==> config.mk <==
export PLATFORM = sky130hd
export DESIGN_NAME = running_sample_statistics_flat
export DESIGN_NICKNAME = d
export VERILOG_FILES = /design/src/rss_pkg.sv /design/src/rss_in_if.sv /design/src/rss_out_if.sv /design/src/rss_div.sv /design/src/rss_datapath.sv /design/src/rss_ctrl.sv /design/src/running_sample_statistics.sv /design/src/flat_wrapper.sv
export SDC_FILE = /design/constraint.sdc
export NUM_CORES = 1
export LEC_CHECK = 0
export BUFFER_PORTS_ARGS = -buffer_cell sky130_fd_sc_hd__buf_2
export CAP_MARGIN = 20
export CORE_AREA = 4 4 235 237
export DETAILED_ROUTE_END_ITERATION = 10
export DIE_AREA = 0 0 239 241
export HOLD_SLACK_MARGIN = 0.08
export PLACE_DENSITY = 0.93
export SYNTH_ARGS = -nofsm -noshare
export SYNTH_HDL_FRONTEND = slang
export SYNTH_SLANG_ARGS = --single-unit
==> constraint.sdc <==
create_clock -name clk -period 17.2 [get_ports clk]
set_input_delay 3.44 -clock clk [delete_from_list [all_inputs] [get_ports clk]]
set_output_delay 3.44 -clock clk [all_outputs]
set_load 0.05 [all_outputs]
==> src/rss_pkg.sv <==
// Shared types and constants for the running sample statistics block.
// No dependencies.
package rss_pkg;

    // Largest set; the sample that fills it closes the set
    localparam int MAX_ITEMS = 8192;

    localparam int SMP_W  = 32;
    localparam int CNT_W  = $clog2(MAX_ITEMS + 1);
    localparam int IDX_W  = $clog2(MAX_ITEMS);
    localparam int SUM_W  = SMP_W + IDX_W + 1;
    localparam int FRAC_W = 8;
    localparam int AVG_W  = 40;
    localparam int DEV_W  = 32;
    localparam int DIVD_W = SUM_W + FRAC_W;
    localparam int ITER_W = $clog2(DIVD_W + 1);

    typedef logic signed [SMP_W-1:0]  sample_t;
    typedef logic [CNT_W-1:0]         cnt_t;
    typedef logic [IDX_W-1:0]         idx_t;
    typedef logic signed [SUM_W-1:0]  sum_t;
    typedef logic [DIVD_W-1:0]        divd_t;
    typedef logic [ITER_W-1:0]        iter_t;
    typedef logic signed [AVG_W-1:0]  avg_t;
    typedef logic [DEV_W-1:0]         dev_t;

    // Controller to datapath
    typedef struct packed {
        logic accept;     // take the input word into the statistics
        logic div_start;  // launch the division of the sum by the count
        logic deliver;    // load the result register
    } cmd_t;

    // Datapath to controller
    typedef struct packed {
        logic div_busy;
    } status_t;

    // One result word
    typedef struct packed {
        cnt_t    count;
        sample_t max_value;
        idx_t    max_index;
        sample_t min_value;
        idx_t    min_index;
        sample_t mode_value;
        avg_t    average_q8;
        dev_t    max_deviation;
        logic    set_done;
    } result_t;

endpackage

==> src/rss_in_if.sv <==
// Input channel: one sample word per handshake.
// Depends on rss_pkg.
interface rss_in_if;
    logic             valid;
    logic             ready;
    rss_pkg::sample_t sample;
    logic             last;

    modport source (output valid, sample, last, input ready);
    modport sink (input valid, sample, last, output ready);
    modport monitor (input valid, ready, sample, last);
endinterface

==> src/rss_out_if.sv <==
// Output channel: one statistics word per handshake.
// Depends on rss_pkg.
interface rss_out_if;
    logic             valid;
    logic             ready;
    rss_pkg::cnt_t    count;
    rss_pkg::sample_t max_value;
    rss_pkg::idx_t    max_index;
    rss_pkg::sample_t min_value;
    rss_pkg::idx_t    min_index;
    rss_pkg::sample_t mode_value;
    rss_pkg::avg_t    average_q8;
    rss_pkg::dev_t    max_deviation;
    logic             set_done;

    modport source (output valid, count, max_value, max_index, min_value, min_index,
                    mode_value, average_q8, max_deviation, set_done, input ready);
    modport sink (input valid, count, max_value, max_index, min_value, min_index,
                  mode_value, average_q8, max_deviation, set_done, output ready);
    modport monitor (input valid, ready, count, max_value, max_index, min_value,
                     min_index, mode_value, average_q8, max_deviation, set_done);
endinterface

==> src/rss_div.sv <==
// Restoring radix-2 divider, one quotient bit per cycle.
// Unsigned dividend of DIVD_W bits by a non-zero count. Depends on rss_pkg.
module rss_div (
    input  logic          clk,
    input  logic          rst_n,
    input  logic          start,
    input  rss_pkg::divd_t dividend,
    input  rss_pkg::cnt_t  divisor,
    output logic          busy,
    output rss_pkg::divd_t quotient
);

    rss_pkg::divd_t quo_reg, quo_next;
    rss_pkg::cnt_t  rem_reg, rem_next;
    rss_pkg::cnt_t  dsr_reg, dsr_next;
    rss_pkg::iter_t iter_reg, iter_next;
    logic           busy_reg, busy_next;

    logic [rss_pkg::CNT_W:0] trial;
    logic [rss_pkg::CNT_W:0] diff;
    logic                    ge;

    // One shift-subtract step
    always_comb
    begin
        trial = {rem_reg, quo_reg[rss_pkg::DIVD_W-1]};
        ge    = (trial >= {1'b0, dsr_reg});
        diff  = trial - {1'b0, dsr_reg};
    end

    always_comb
    begin
        quo_next  = quo_reg;
        rem_next  = rem_reg;
        dsr_next  = dsr_reg;
        iter_next = iter_reg;
        busy_next = busy_reg;
        if (start)
        begin
            quo_next  = dividend;
            rem_next  = '0;
            dsr_next  = divisor;
            iter_next = rss_pkg::iter_t'(rss_pkg::DIVD_W);
            busy_next = 1'b1;
        end
        else if (busy_reg)
        begin
            // remainder stays below the divisor, so the top bit drops
            rem_next  = ge ? diff[rss_pkg::CNT_W-1:0] : trial[rss_pkg::CNT_W-1:0];
            quo_next  = {quo_reg[rss_pkg::DIVD_W-2:0], ge};
            iter_next = iter_reg - rss_pkg::iter_t'(1);
            busy_next = (iter_reg != rss_pkg::iter_t'(1));
        end
    end

    always_ff @(posedge clk or negedge rst_n)
    begin
        if (!rst_n)
        begin
            busy_reg <= 1'b0;
            iter_reg <= '0;
        end
        else
        begin
            busy_reg <= busy_next;
            iter_reg <= iter_next;
        end
    end

    // Operand registers need no reset
    always_ff @(posedge clk)
    begin
        quo_reg <= quo_next;
        rem_reg <= rem_next;
        dsr_reg <= dsr_next;
    end

    assign busy     = busy_reg;
    assign quotient = quo_reg;

endmodule

==> src/rss_datapath.sv <==
// Statistics registers, result register and the shared divider.
// Depends on rss_pkg and rss_div.
module rss_datapath (
    input  logic              clk,
    input  logic              rst_n,
    input  rss_pkg::cmd_t     cmd,
    output rss_pkg::status_t  status,
    input  rss_pkg::sample_t  in_sample,
    input  logic              in_last,
    output rss_pkg::result_t  result
);

    // Statistics state
    rss_pkg::cnt_t    cnt_reg, cnt_next;
    rss_pkg::sum_t    sum_reg, sum_next;
    rss_pkg::sample_t max_reg, max_next;
    rss_pkg::idx_t    max_pos_reg, max_pos_next;
    rss_pkg::sample_t min_reg, min_next;
    rss_pkg::idx_t    min_pos_reg, min_pos_next;
    rss_pkg::sample_t prev_reg, prev_next;
    rss_pkg::cnt_t    run_reg, run_next;
    rss_pkg::cnt_t    longest_reg, longest_next;
    rss_pkg::sample_t mode_reg, mode_next;
    rss_pkg::dev_t    worst_reg, worst_next;

    // Per-word working registers
    rss_pkg::sample_t smp_reg, smp_next;
    logic             first_reg, first_next;
    logic             done_reg, done_next;
    logic             neg_reg, neg_next;
    rss_pkg::result_t res_reg, res_next;

    // Divider hookup
    rss_pkg::sum_t  abs_sum;
    rss_pkg::divd_t dividend;
    rss_pkg::divd_t quotient;
    logic           div_busy;

    // Result arithmetic
    rss_pkg::cnt_t                    cnt_inc;
    rss_pkg::cnt_t                    run_calc;
    logic [rss_pkg::AVG_W-1:0]        avg_mag;
    logic signed [rss_pkg::SMP_W:0]   mean_mag;
    logic signed [rss_pkg::SMP_W:0]   mean;
    logic signed [rss_pkg::SMP_W+1:0] dev_diff;
    logic [rss_pkg::SMP_W+1:0]        dev_abs;
    rss_pkg::dev_t                    dev;
    rss_pkg::dev_t                    worst_upd;

    // Dividend is |sum| scaled by 2^8; its quotient gives both average and mean
    assign abs_sum  = sum_reg[rss_pkg::SUM_W-1] ? -sum_reg : sum_reg;
    assign dividend = {abs_sum, {rss_pkg::FRAC_W{1'b0}}};

    rss_div u_div (
        .clk      (clk),
        .rst_n    (rst_n),
        .start    (cmd.div_start),
        .dividend (dividend),
        .divisor  (cnt_reg),
        .busy     (div_busy),
        .quotient (quotient)
    );

    assign status.div_busy = div_busy;

    // Increment helpers
    assign cnt_inc  = cnt_reg + rss_pkg::cnt_t'(1);
    assign run_calc = (in_sample == prev_reg) ? run_reg + rss_pkg::cnt_t'(1)
                                              : rss_pkg::cnt_t'(1);

    // Average and mean from the quotient, truncated toward zero
    always_comb
    begin
        avg_mag  = quotient[rss_pkg::AVG_W-1:0];
        mean_mag = {1'b0, quotient[rss_pkg::FRAC_W +: rss_pkg::SMP_W]};
        mean     = neg_reg ? -mean_mag : mean_mag;
        dev_diff = {{2{smp_reg[rss_pkg::SMP_W-1]}}, smp_reg}
                 - {mean[rss_pkg::SMP_W], mean};
        dev_abs  = dev_diff[rss_pkg::SMP_W+1] ? -dev_diff : dev_diff;
        dev      = dev_abs[rss_pkg::DEV_W-1:0];
        if (first_reg)
            worst_upd = '0;
        else if (dev > worst_reg)
            worst_upd = dev;
        else
            worst_upd = worst_reg;
    end

    // Next-state logic
    always_comb
    begin
        cnt_next     = cnt_reg;
        sum_next     = sum_reg;
        max_next     = max_reg;
        max_pos_next = max_pos_reg;
        min_next     = min_reg;
        min_pos_next = min_pos_reg;
        prev_next    = prev_reg;
        run_next     = run_reg;
        longest_next = longest_reg;
        mode_next    = mode_reg;
        worst_next   = worst_reg;
        smp_next     = smp_reg;
        first_next   = first_reg;
        done_next    = done_reg;
        neg_next     = neg_reg;
        res_next     = res_reg;

        // Fold the accepted sample into the statistics
        if (cmd.accept)
        begin
            smp_next   = in_sample;
            prev_next  = in_sample;
            cnt_next   = cnt_inc;
            first_next = (cnt_reg == '0);
            done_next  = in_last || (cnt_inc == rss_pkg::cnt_t'(rss_pkg::MAX_ITEMS));
            if (cnt_reg == '0)
            begin
                sum_next     = rss_pkg::sum_t'(in_sample);
                max_next     = in_sample;
                max_pos_next = '0;
                min_next     = in_sample;
                min_pos_next = '0;
                run_next     = rss_pkg::cnt_t'(1);
                longest_next = rss_pkg::cnt_t'(1);
                mode_next    = in_sample;
            end
            else
            begin
                // minimum tested only when the sample is not a new maximum
                if (in_sample > max_reg)
                begin
                    max_next     = in_sample;
                    max_pos_next = cnt_reg[rss_pkg::IDX_W-1:0];
                end
                else if (in_sample < min_reg)
                begin
                    min_next     = in_sample;
                    min_pos_next = cnt_reg[rss_pkg::IDX_W-1:0];
                end
                sum_next = sum_reg + rss_pkg::sum_t'(in_sample);
                run_next = run_calc;
                if (run_calc > longest_reg ||
                    (run_calc == longest_reg && in_sample > mode_reg))
                begin
                    longest_next = run_calc;
                    mode_next    = in_sample;
                end
            end
        end

        // Sign of the sum for the divider result
        if (cmd.div_start)
            neg_next = sum_reg[rss_pkg::SUM_W-1];

        // Capture the result word, then clear the set if it is closed
        if (cmd.deliver)
        begin
            res_next.count         = cnt_reg;
            res_next.max_value     = max_reg;
            res_next.max_index     = max_pos_reg;
            res_next.min_value     = min_reg;
            res_next.min_index     = min_pos_reg;
            res_next.mode_value    = mode_reg;
            res_next.average_q8    = neg_reg ? rss_pkg::avg_t'(-avg_mag)
                                             : rss_pkg::avg_t'(avg_mag);
            res_next.max_deviation = worst_upd;
            res_next.set_done      = done_reg;
            if (done_reg)
            begin
                cnt_next     = '0;
                sum_next     = '0;
                max_next     = '0;
                max_pos_next = '0;
                min_next     = '0;
                min_pos_next = '0;
                prev_next    = '0;
                run_next     = '0;
                longest_next = '0;
                mode_next    = '0;
                worst_next   = '0;
            end
            else
            begin
                worst_next = worst_upd;
            end
        end
    end

    // Statistics state, cleared by reset
    always_ff @(posedge clk or negedge rst_n)
    begin
        if (!rst_n)
        begin
            cnt_reg     <= '0;
            sum_reg     <= '0;
            max_reg     <= '0;
            max_pos_reg <= '0;
            min_reg     <= '0;
            min_pos_reg <= '0;
            prev_reg    <= '0;
            run_reg     <= '0;
            longest_reg <= '0;
            mode_reg    <= '0;
            worst_reg   <= '0;
        end
        else
        begin
            cnt_reg     <= cnt_next;
            sum_reg     <= sum_next;
            max_reg     <= max_next;
            max_pos_reg <= max_pos_next;
            min_reg     <= min_next;
            min_pos_reg <= min_pos_next;
            prev_reg    <= prev_next;
            run_reg     <= run_next;
            longest_reg <= longest_next;
            mode_reg    <= mode_next;
            worst_reg   <= worst_next;
        end
    end

    // Working and result registers
    always_ff @(posedge clk)
    begin
        smp_reg   <= smp_next;
        first_reg <= first_next;
        done_reg  <= done_next;
        neg_reg   <= neg_next;
        res_reg   <= res_next;
    end

    assign result = res_reg;

endmodule

==> src/rss_ctrl.sv <==
// Sequencer: accept a word, run the divider, load the result register.
// Depends on rss_pkg.
module rss_ctrl (
    input  logic             clk,
    input  logic             rst_n,
    input  logic             in_valid,
    output logic             in_ready,
    output logic             out_valid,
    input  logic             out_ready,
    input  rss_pkg::status_t status,
    output rss_pkg::cmd_t    cmd
);

    localparam logic [1:0] ST_IDLE  = 2'd0;
    localparam logic [1:0] ST_START = 2'd1;
    localparam logic [1:0] ST_DIV   = 2'd2;
    localparam logic [1:0] ST_OUT   = 2'd3;

    logic [1:0] state_reg, state_next;
    logic       out_valid_reg, out_valid_next;
    logic       out_free;

    // Result register may be loaded when empty or being drained
    assign out_free = !out_valid_reg || out_ready;

    always_comb
    begin
        state_next    = state_reg;
        cmd           = '0;
        out_valid_next = out_valid_reg && !out_ready;
        case (state_reg)
            ST_IDLE:
            begin
                if (in_valid)
                begin
                    cmd.accept = 1'b1;
                    state_next = ST_START;
                end
            end
            ST_START:
            begin
                cmd.div_start = 1'b1;
                state_next    = ST_DIV;
            end
            ST_DIV:
            begin
                if (!status.div_busy)
                    state_next = ST_OUT;
            end
            ST_OUT:
            begin
                if (out_free)
                begin
                    cmd.deliver    = 1'b1;
                    out_valid_next = 1'b1;
                    state_next     = ST_IDLE;
                end
            end
            default:
            begin
                state_next = ST_IDLE;
            end
        endcase
    end

    always_ff @(posedge clk or negedge rst_n)
    begin
        if (!rst_n)
        begin
            state_reg     <= ST_IDLE;
            out_valid_reg <= 1'b0;
        end
        else
        begin
            state_reg     <= state_next;
            out_valid_reg <= out_valid_next;
        end
    end

    assign in_ready  = (state_reg == ST_IDLE);
    assign out_valid = out_valid_reg;

endmodule

==> src/running_sample_statistics.sv <==
// Running sample statistics: for every signed 32-bit sample word of a set, one result
// word gives count, max and min with their first positions, the mode of the longest
// equal run, the average in Q.8 and the largest deviation from the truncated mean. A
// word with last set, or the word that fills a set of MAX_ITEMS, closes the set and
// clears the statistics after its result. One word is in flight at a time: a sample
// passes through divider load, 54 steps of the radix-2 divider over |sum| * 256, a
// state to see the divider finish and the result load, and the next sample is taken
// only after that load, which waits while an earlier result word is still unread.
// The output register lets a new sample enter while a result waits.
module running_sample_statistics (
    input  logic      clk,
    input  logic      rst_n,
    rss_in_if.sink    samples,
    rss_out_if.source results
);

    rss_pkg::cmd_t    cmd;
    rss_pkg::status_t status;
    rss_pkg::result_t result;

    rss_ctrl u_ctrl (
        .clk       (clk),
        .rst_n     (rst_n),
        .in_valid  (samples.valid),
        .in_ready  (samples.ready),
        .out_valid (results.valid),
        .out_ready (results.ready),
        .status    (status),
        .cmd       (cmd)
    );

    rss_datapath u_datapath (
        .clk       (clk),
        .rst_n     (rst_n),
        .cmd       (cmd),
        .status    (status),
        .in_sample (samples.sample),
        .in_last   (samples.last),
        .result    (result)
    );

    // Result word onto the output channel
    assign results.count         = result.count;
    assign results.max_value     = result.max_value;
    assign results.max_index     = result.max_index;
    assign results.min_value     = result.min_value;
    assign results.min_index     = result.min_index;
    assign results.mode_value    = result.mode_value;
    assign results.average_q8    = result.average_q8;
    assign results.max_deviation = result.max_deviation;
    assign results.set_done      = result.set_done;

endmodule

==> src/flat_wrapper.sv <==
// flat-port wrapper written by rule: the top's interface ports become plain ports
module running_sample_statistics_flat 
  (clk, rst_n, samples_valid, samples_sample, samples_last, samples_ready, results_valid, results_count, results_max_value, results_max_index, results_min_value, results_min_index, results_mode_value, results_average_q8, results_max_deviation, results_set_done, results_ready);
  rss_in_if samples_i ();
  rss_out_if results_i ();
  input  logic clk;
  input  logic rst_n;
  input wire logic [$bits(samples_i.valid)-1:0] samples_valid;
  input wire logic [$bits(samples_i.sample)-1:0] samples_sample;
  input wire logic [$bits(samples_i.last)-1:0] samples_last;
  output wire logic [$bits(samples_i.ready)-1:0] samples_ready;
  output wire logic [$bits(results_i.valid)-1:0] results_valid;
  output wire logic [$bits(results_i.count)-1:0] results_count;
  output wire logic [$bits(results_i.max_value)-1:0] results_max_value;
  output wire logic [$bits(results_i.max_index)-1:0] results_max_index;
  output wire logic [$bits(results_i.min_value)-1:0] results_min_value;
  output wire logic [$bits(results_i.min_index)-1:0] results_min_index;
  output wire logic [$bits(results_i.mode_value)-1:0] results_mode_value;
  output wire logic [$bits(results_i.average_q8)-1:0] results_average_q8;
  output wire logic [$bits(results_i.max_deviation)-1:0] results_max_deviation;
  output wire logic [$bits(results_i.set_done)-1:0] results_set_done;
  input wire logic [$bits(results_i.ready)-1:0] results_ready;
  assign samples_i.valid = samples_valid;
  assign samples_i.sample = samples_sample;
  assign samples_i.last = samples_last;
  assign samples_ready = samples_i.ready;
  assign results_valid = results_i.valid;
  assign results_count = results_i.count;
  assign results_max_value = results_i.max_value;
  assign results_max_index = results_i.max_index;
  assign results_min_value = results_i.min_value;
  assign results_min_index = results_i.min_index;
  assign results_mode_value = results_i.mode_value;
  assign results_average_q8 = results_i.average_q8;
  assign results_max_deviation = results_i.max_deviation;
  assign results_set_done = results_i.set_done;
  assign results_i.ready = results_ready;
  running_sample_statistics u_core (.clk(clk), .rst_n(rst_n), .samples(samples_i), .results(results_i));
endmodule
---- After elaboration in Yosys (flattened, before gate mapping) ----
Index checks and enable logic that the tools add are counted.
storage, ports and cells
  word-level logic and storage cells ...... 141
  bits in registers ....................... 610
  input bits .............................. 37
cells by class
  muxes and demuxes ....................... 72
  add/sub/neg operators ................... 10
  $lt $le $gt $ge ......................... 6
  reduce and logical (&&, ||, !) cells .... 11
  equal/unequal tests ..................... 10
operator list
  kind                   count
  $mux 32                23
  $mux 46                5
  $mux 14                14
  $mux 13                11
  $mux 54                2
  $gt 32x32->1           3
  $add 46x32->46         1
  $neg 46->46            1
  $mux 40                1
  $neg 40->40            1
  $sub 32x33->34         1
  $mux 33                1
  $neg 32->33            1
  $eq 32x32->1           1
  $lt 32x32->1           1
  $neg 32->32            1
  $add 14x1->14 const B  2
  $ge 15x14->1           1
  $eq 14x14->1           1
  $eq 14x14->1 const B   1
  $gt 14x14->1           1
  $logic_not 14->1       1
  $sub 14x14->14         1
  $mux 6                 2
  other kinds (14)       31

---- Depth between registers and ports, before layout ----
  depth in word-level cells ............... 10
  gate-level depth with buffers ........... 32

---- By module ----
From an unflattened synthesis, not the netlist that was laid out.
second synthesis, totals
  cells, all modules ...................... 3526
  area, all modules ....................... 36007.0 um^2
by module, submodules not included
  module        area each (um^2)  times used  cells each  seq. area each (um^2)
  rss_datapath  31219.9           1           3139        14183.6
  rss_div       4556.9            1           367         2497.4
  rss_ctrl      230.2             1           20          75.1

---- Worst setup path after synthesis ----
No wires, ideal clock.
  path type ............................... input-to-reg
  start ................................... input port results_ready
  end ..................................... register u_core.u_datapath.res_reg, in the netlist u_core.u_datapath.result[0] (enable)
  buffers on the path ..................... 1
  data required time ...................... 16545 ps
  stages on the path ...................... 4
  arrival ................................. 9715 ps
  slack ................................... 6830 ps
  path through ............................ nand2b_1 -> nand2_1 -> inv_2 -> clkbuf_1
RTL lines
  item                    RTL line             RTL
  start: declaration      flat_wrapper.sv:22   input wire logic [$bits(results_i.ready)-1:0] results_ready;
  end signal: assignment  rss_datapath.sv:230  res_reg <= res_next;
  end: declaration        rss_datapath.sv:31   rss_pkg::result_t res_reg, res_next;

---- Worst setup path in the final report ----
  start ................................... register u_core.u_datapath.u_div.quo_reg[8] (netlist: u_core.u_datapath.u_div.quotient[8])
  end ..................................... register u_core.u_datapath.res_reg, in the netlist u_core.u_datapath.result[2], data pin
between the ends
  word-level cells in the longest chain between the ends .. 8
ends and longest elaborated chain
  item                                RTL line            RTL
  start: declaration                  rss_div.sv:13       rss_pkg::divd_t quo_reg, quo_next;
  start signal: assignment            rss_div.sv:73       quo_reg <= quo_next;
  $neg 32->33                         rss_datapath.sv:76  mean = neg_reg ? -mean_mag : mean_mag;
  $mux 33 (*)                         rss_datapath.sv:76
  $sub 32x33->34 (*)                  rss_datapath.sv:78  - {mean[rss_pkg::SMP_W], mean};
  $neg 32->32                         rss_datapath.sv:79  dev_abs = dev_diff[rss_pkg::SMP_W+1] ? -dev_diff : dev_diff;
  $mux 32 (*)                         rss_datapath.sv:79
  $gt 32x32->1                        rss_datapath.sv:83  else if (dev > worst_reg)
  $mux 32 (*)                         rss_datapath.sv:83
  $mux 32 (*)                         rss_datapath.sv:81  if (first_reg)
  net u_core.u_datapath.worst_upd[1]  rss_datapath.sv:48  rss_pkg::dev_t worst_upd;
The timed path passes the listed nets; every way through them passes the cells marked *.
A chain may end at the register's enable or synchronous reset.

==> flow_summary_export.csv <==
group,metric,value,unit
grt,grt_pass1_wl,150000,µm
yosys,synth_fa_ha_area_share,9.05,%
drt,via_per_inst,6.61,
setup_path,r2r_start,"u_core.u_datapath.u_div.quotient[8]$_DFFE_PP_",
floorplan,fp.dieH,241,µm
yosys,yosysTopAreaCellShare,26.3,%
clock_tree,ctsHtreeMaxLevel,3,
cells_and_area,area_growth,11.4,%
status,status,"completed",
yosys,synthesis.instances,3400,
yosys,yosysUniqueCellTypes,81,
yosys,syn_area_per_cell,10.2,µm²
worst_hold_path,holdPathStages,0,
sta,finalCritPeriodShare,49.4,%
clock_tree,cts_sinks,610,
yosys,ys_top_cells_by_area,"edfxtp_1 (26%), dfrtp_1 (20%), ha_1 (8.9%)",
drt,drtIter0Drc,3374,
placed_design,dp_hpwl,65400,µm
cells_and_area,largest_register_ff_count,209,
drt,drtPass1Iterations,6,
floorplan,rows,85,
clock_tree,numCtsBuffers,66,
floorplan,core,53300,µm²
sta,rsz0062_at_grt,"false",
yosys,synth_top_family_by_area,"compound AO/OA/AOI/OAI gates",
cells_and_area,fillers,3496,
grt,grt_use_total,32.8,%
yosys,synth_top_flop_cell,"edfxtp_1",
grt,grt_pass1_vias,27500,
sta,drv_slew,0,
sta,setup-violations-final,0,
floorplan,ioPinCount,248,
setup_path,critPathRequiredTime,17.54,ns
worst_hold_path,min_to,"u_core.u_datapath.result[158]$_DFFE_PP_",
clock_tree,insertion_delay,0.63,ns
sta,max_clock_freq,118,MHz
clock_tree,clk_pin_slew,0.06,ns
setup_path,worstReg2RegEnd,"u_core.u_datapath.result[2]$_DFFE_PP_",
sta,finClkSkew,0.0321,ns
cells_and_area,drive_above_1_share,11.7,%
yosys,synth_nets,3686,
drt,vias,28600,
placed_design,place_congestion,0.976,
grt,grt_max_degree,147,
yosys,ys_warn_count,0,
worst_hold_path,hold_start,"u_core.u_datapath.max_pos_reg[8]$_DFF_PN0_",
clock_tree,cts_resized,0,
sta,post-route-min-period,8.49,ns
yosys,muxShareOfSynthArea,1.47,%
yosys,synth_area_leader_cell,"edfxtp_1",
sta,hold_violations,0,
drt,wire_per_inst,22.5,µm
setup_path,cp_max_fo,18,
yosys,synthArstFlopShare,46.6,%
grt,globalRouteOverflowTotal,0,
worst_hold_path,hold_path.class,"flip-flop to flip-flop",
yosys,syn_area,34700,µm²
clock_tree,cts_setup_buffers,0,
setup_path,end_kind,"flip-flop",
yosys,synth-compound-area-share,17.3,%
yosys,synth-seq-cells,610,
drt,drt_wl_total,97600,µm
setup_path,cp.arrival,8.83,ns
clock_tree,cts_root_buf,"clkbuf_16",
setup_path,rr_worst_depth,27,
clock_tree,cts_buffer_depth,3,
sta,max_slew_margin,28.3,%
yosys,synth-edff-count,304,
clock_tree,cts_hold_buf,0,
cells_and_area,final_common_cell,"edfxtp_1",
sta,tightest_slew,1.08,ns
floorplan,die-area,57600,µm²
clock_tree,cts_tree,"yes",
floorplan,start_util,65.1,%
drt,drcViolationCount,0,
floorplan,die_width,239,µm
setup_path,cp-startpoint,"u_core.u_datapath.u_div.quotient[8]$_DFFE_PP_",
setup_path,path_class,"flip-flop to flip-flop",
job,drv_cap,0,
yosys,synth-simple-area-share,13.3,%
cells_and_area,fin_nets,3865,
grt,antenna_found_initial,3,
yosys,synth_seq_area_share,48.1,%
drt,postRouteAntennaNets,0,
placed_design,port_buffers,247,
setup_path,critPathLaunchType,"flip-flop",
cells_and_area,final_cell_mix,"edfxtp_1 (304), nand2_1 (296), dfrtp_1 (284)",
sta,fin_tns_setup,0,ns
setup_path,rrSetupSlack,8.71,ns
yosys,synth-xor-area-share,6.69,%
[worst max-delay path by stage]
stage	end	slack [ns]	cells past startpoint
floorplan	u_core.u_datapath.result[0]$_DFFE_PP_	6.83	4
global placement	u_core.u_datapath.longest_reg[12]$_DFF_PN0_	8.74	18
detailed placement	u_core.u_datapath.longest_reg[11]$_DFF_PN0_	8.52	18
CTS	u_core.u_datapath.worst_reg[28]$_DFFE_PN0P_	8.50	27
global route	u_core.u_datapath.result[28]$_DFFE_PP_	7.98	28
finish	u_core.u_datapath.result[2]$_DFFE_PP_	8.71	27
[Yosys cell counts, types with 8 or more instances]
| library cell | number |
|---|---|
| o41ai_1 | 18 |
| inv_1 | 208 |
| nand2_1 | 298 |
| buf_1 | 10 |
| nand2b_1 | 25 |
| nor3_1 | 38 |
| nor3b_1 | 11 |
| o21bai_1 | 10 |
| a21o_1 | 72 |
| o22ai_1 | 22 |
| dfxtp_1 | 22 |
| and3_1 | 32 |
| nor2_1 | 250 |
| o21ai_0 | 162 |
| and4_1 | 8 |
| edfxtp_1 | 304 |
| a21boi_0 | 10 |
| o211ai_1 | 13 |
| xnor2_1 | 169 |
| nand4_1 | 55 |
| o31a_1 | 11 |
| a21oi_1 | 206 |
| o21a_1 | 29 |
| dfrtp_1 | 284 |
| clkbuf_1 | 154 |
| or3_1 | 22 |
| a211oi_1 | 30 |
| mux2i_1 | 51 |
| nor2b_1 | 39 |
| a311oi_1 | 18 |
| ha_1 | 246 |
| or4_1 | 13 |
| xor2_1 | 96 |
| o31ai_1 | 97 |
| a22o_1 | 91 |
| or2_2 | 12 |
| nor4_1 | 18 |
| nand3_1 | 95 |
| a31oi_1 | 34 |
[layout make-up]
type                            instances  area [µm²]  area share [%]
Antenna cell                            4        10.0          0.0259
Inverter                              210         798            2.07
Sequential cell                       610       16700            43.2
Multi-Input combinational cell       2414       16700            43.1
Timing Repair Buffer                  277        1500            3.89
Clock inverter                         29         320           0.829
Tap cell                              696         871            2.25
Clock buffer                           92        1790            4.63
[per-layer routing]
metal | wire length, µm | vias up | part of all wire [%] | GRT usage, %
met2 | 44600 | 1720 | 46 | 51.8
met5 | 0 | - | 0 | 0
met4 | 4950 | 0 | 5.1 | 15.2
met3 | 10400 | 360 | 11 | 7.23
li1 | - | 12800 | - | -
met1 | 37600 | 13800 | 39 | 44.0
[worst max-delay path, stage by stage (launching register included)]
cell,delay (ns)
edfxtp_1,0.46
inv_1,0.17
ha_1,0.22
nand2b_1,0.08
o41ai_1,0.45
xor2_1,0.36
ha_1,0.36
a21o_1,0.23
or3_1,0.37
o211a_1,0.24
or3_1,0.32
a211oi_1,0.48
nand4b_1,0.29
nor4b_1,0.74
nand4_1,0.38
o31ai_1,0.34
xor2_1,0.26
inv_1,0.07
ha_1,0.28
nand4_1,0.09
nor2_1,0.20
nand2_1,0.07
nor2_1,0.17
nor4b_1,0.32
a32o_1,0.26
a21o_1,0.57
mux2i_1,0.36
nor2_1,0.10
[per-stage QoR]
step	util [%]	instance area (µm²)	setup WS (ns)	instances	hold slack (ns)
2_1_floorplan	-	34700	6.83	3400	0.423
4_1_cts	72.4	38600	8.50	4327	0.444
5_1_grt	72.5	38600	7.98	4330	0.458
3_5_place_dp	68.5	36500	8.52	4206	0.433
3_3_place_gp	68.5	36500	8.74	4206	0.428
6_report	72.5	38600	8.71	4332	0.441
[logic make-up (layout without fill, tap and decap cells)]
| family | after synthesis | in the layout |
|---|---|---|
| compound gates | 890 | 890 |
| xor+xnor | 265 | 265 |
| fa+ha+maj | 249 | 249 |
| buf+inv | 376 | 608 |
| flops | 610 | 610 |
| mux | 51 | 51 |
| other cells | 0 | 4 |
| simple gates | 959 | 959 |
Power is left out: the tool's default activity adds up to more than one toggle a clock period on the data nets, which glitch-free logic cannot reach.
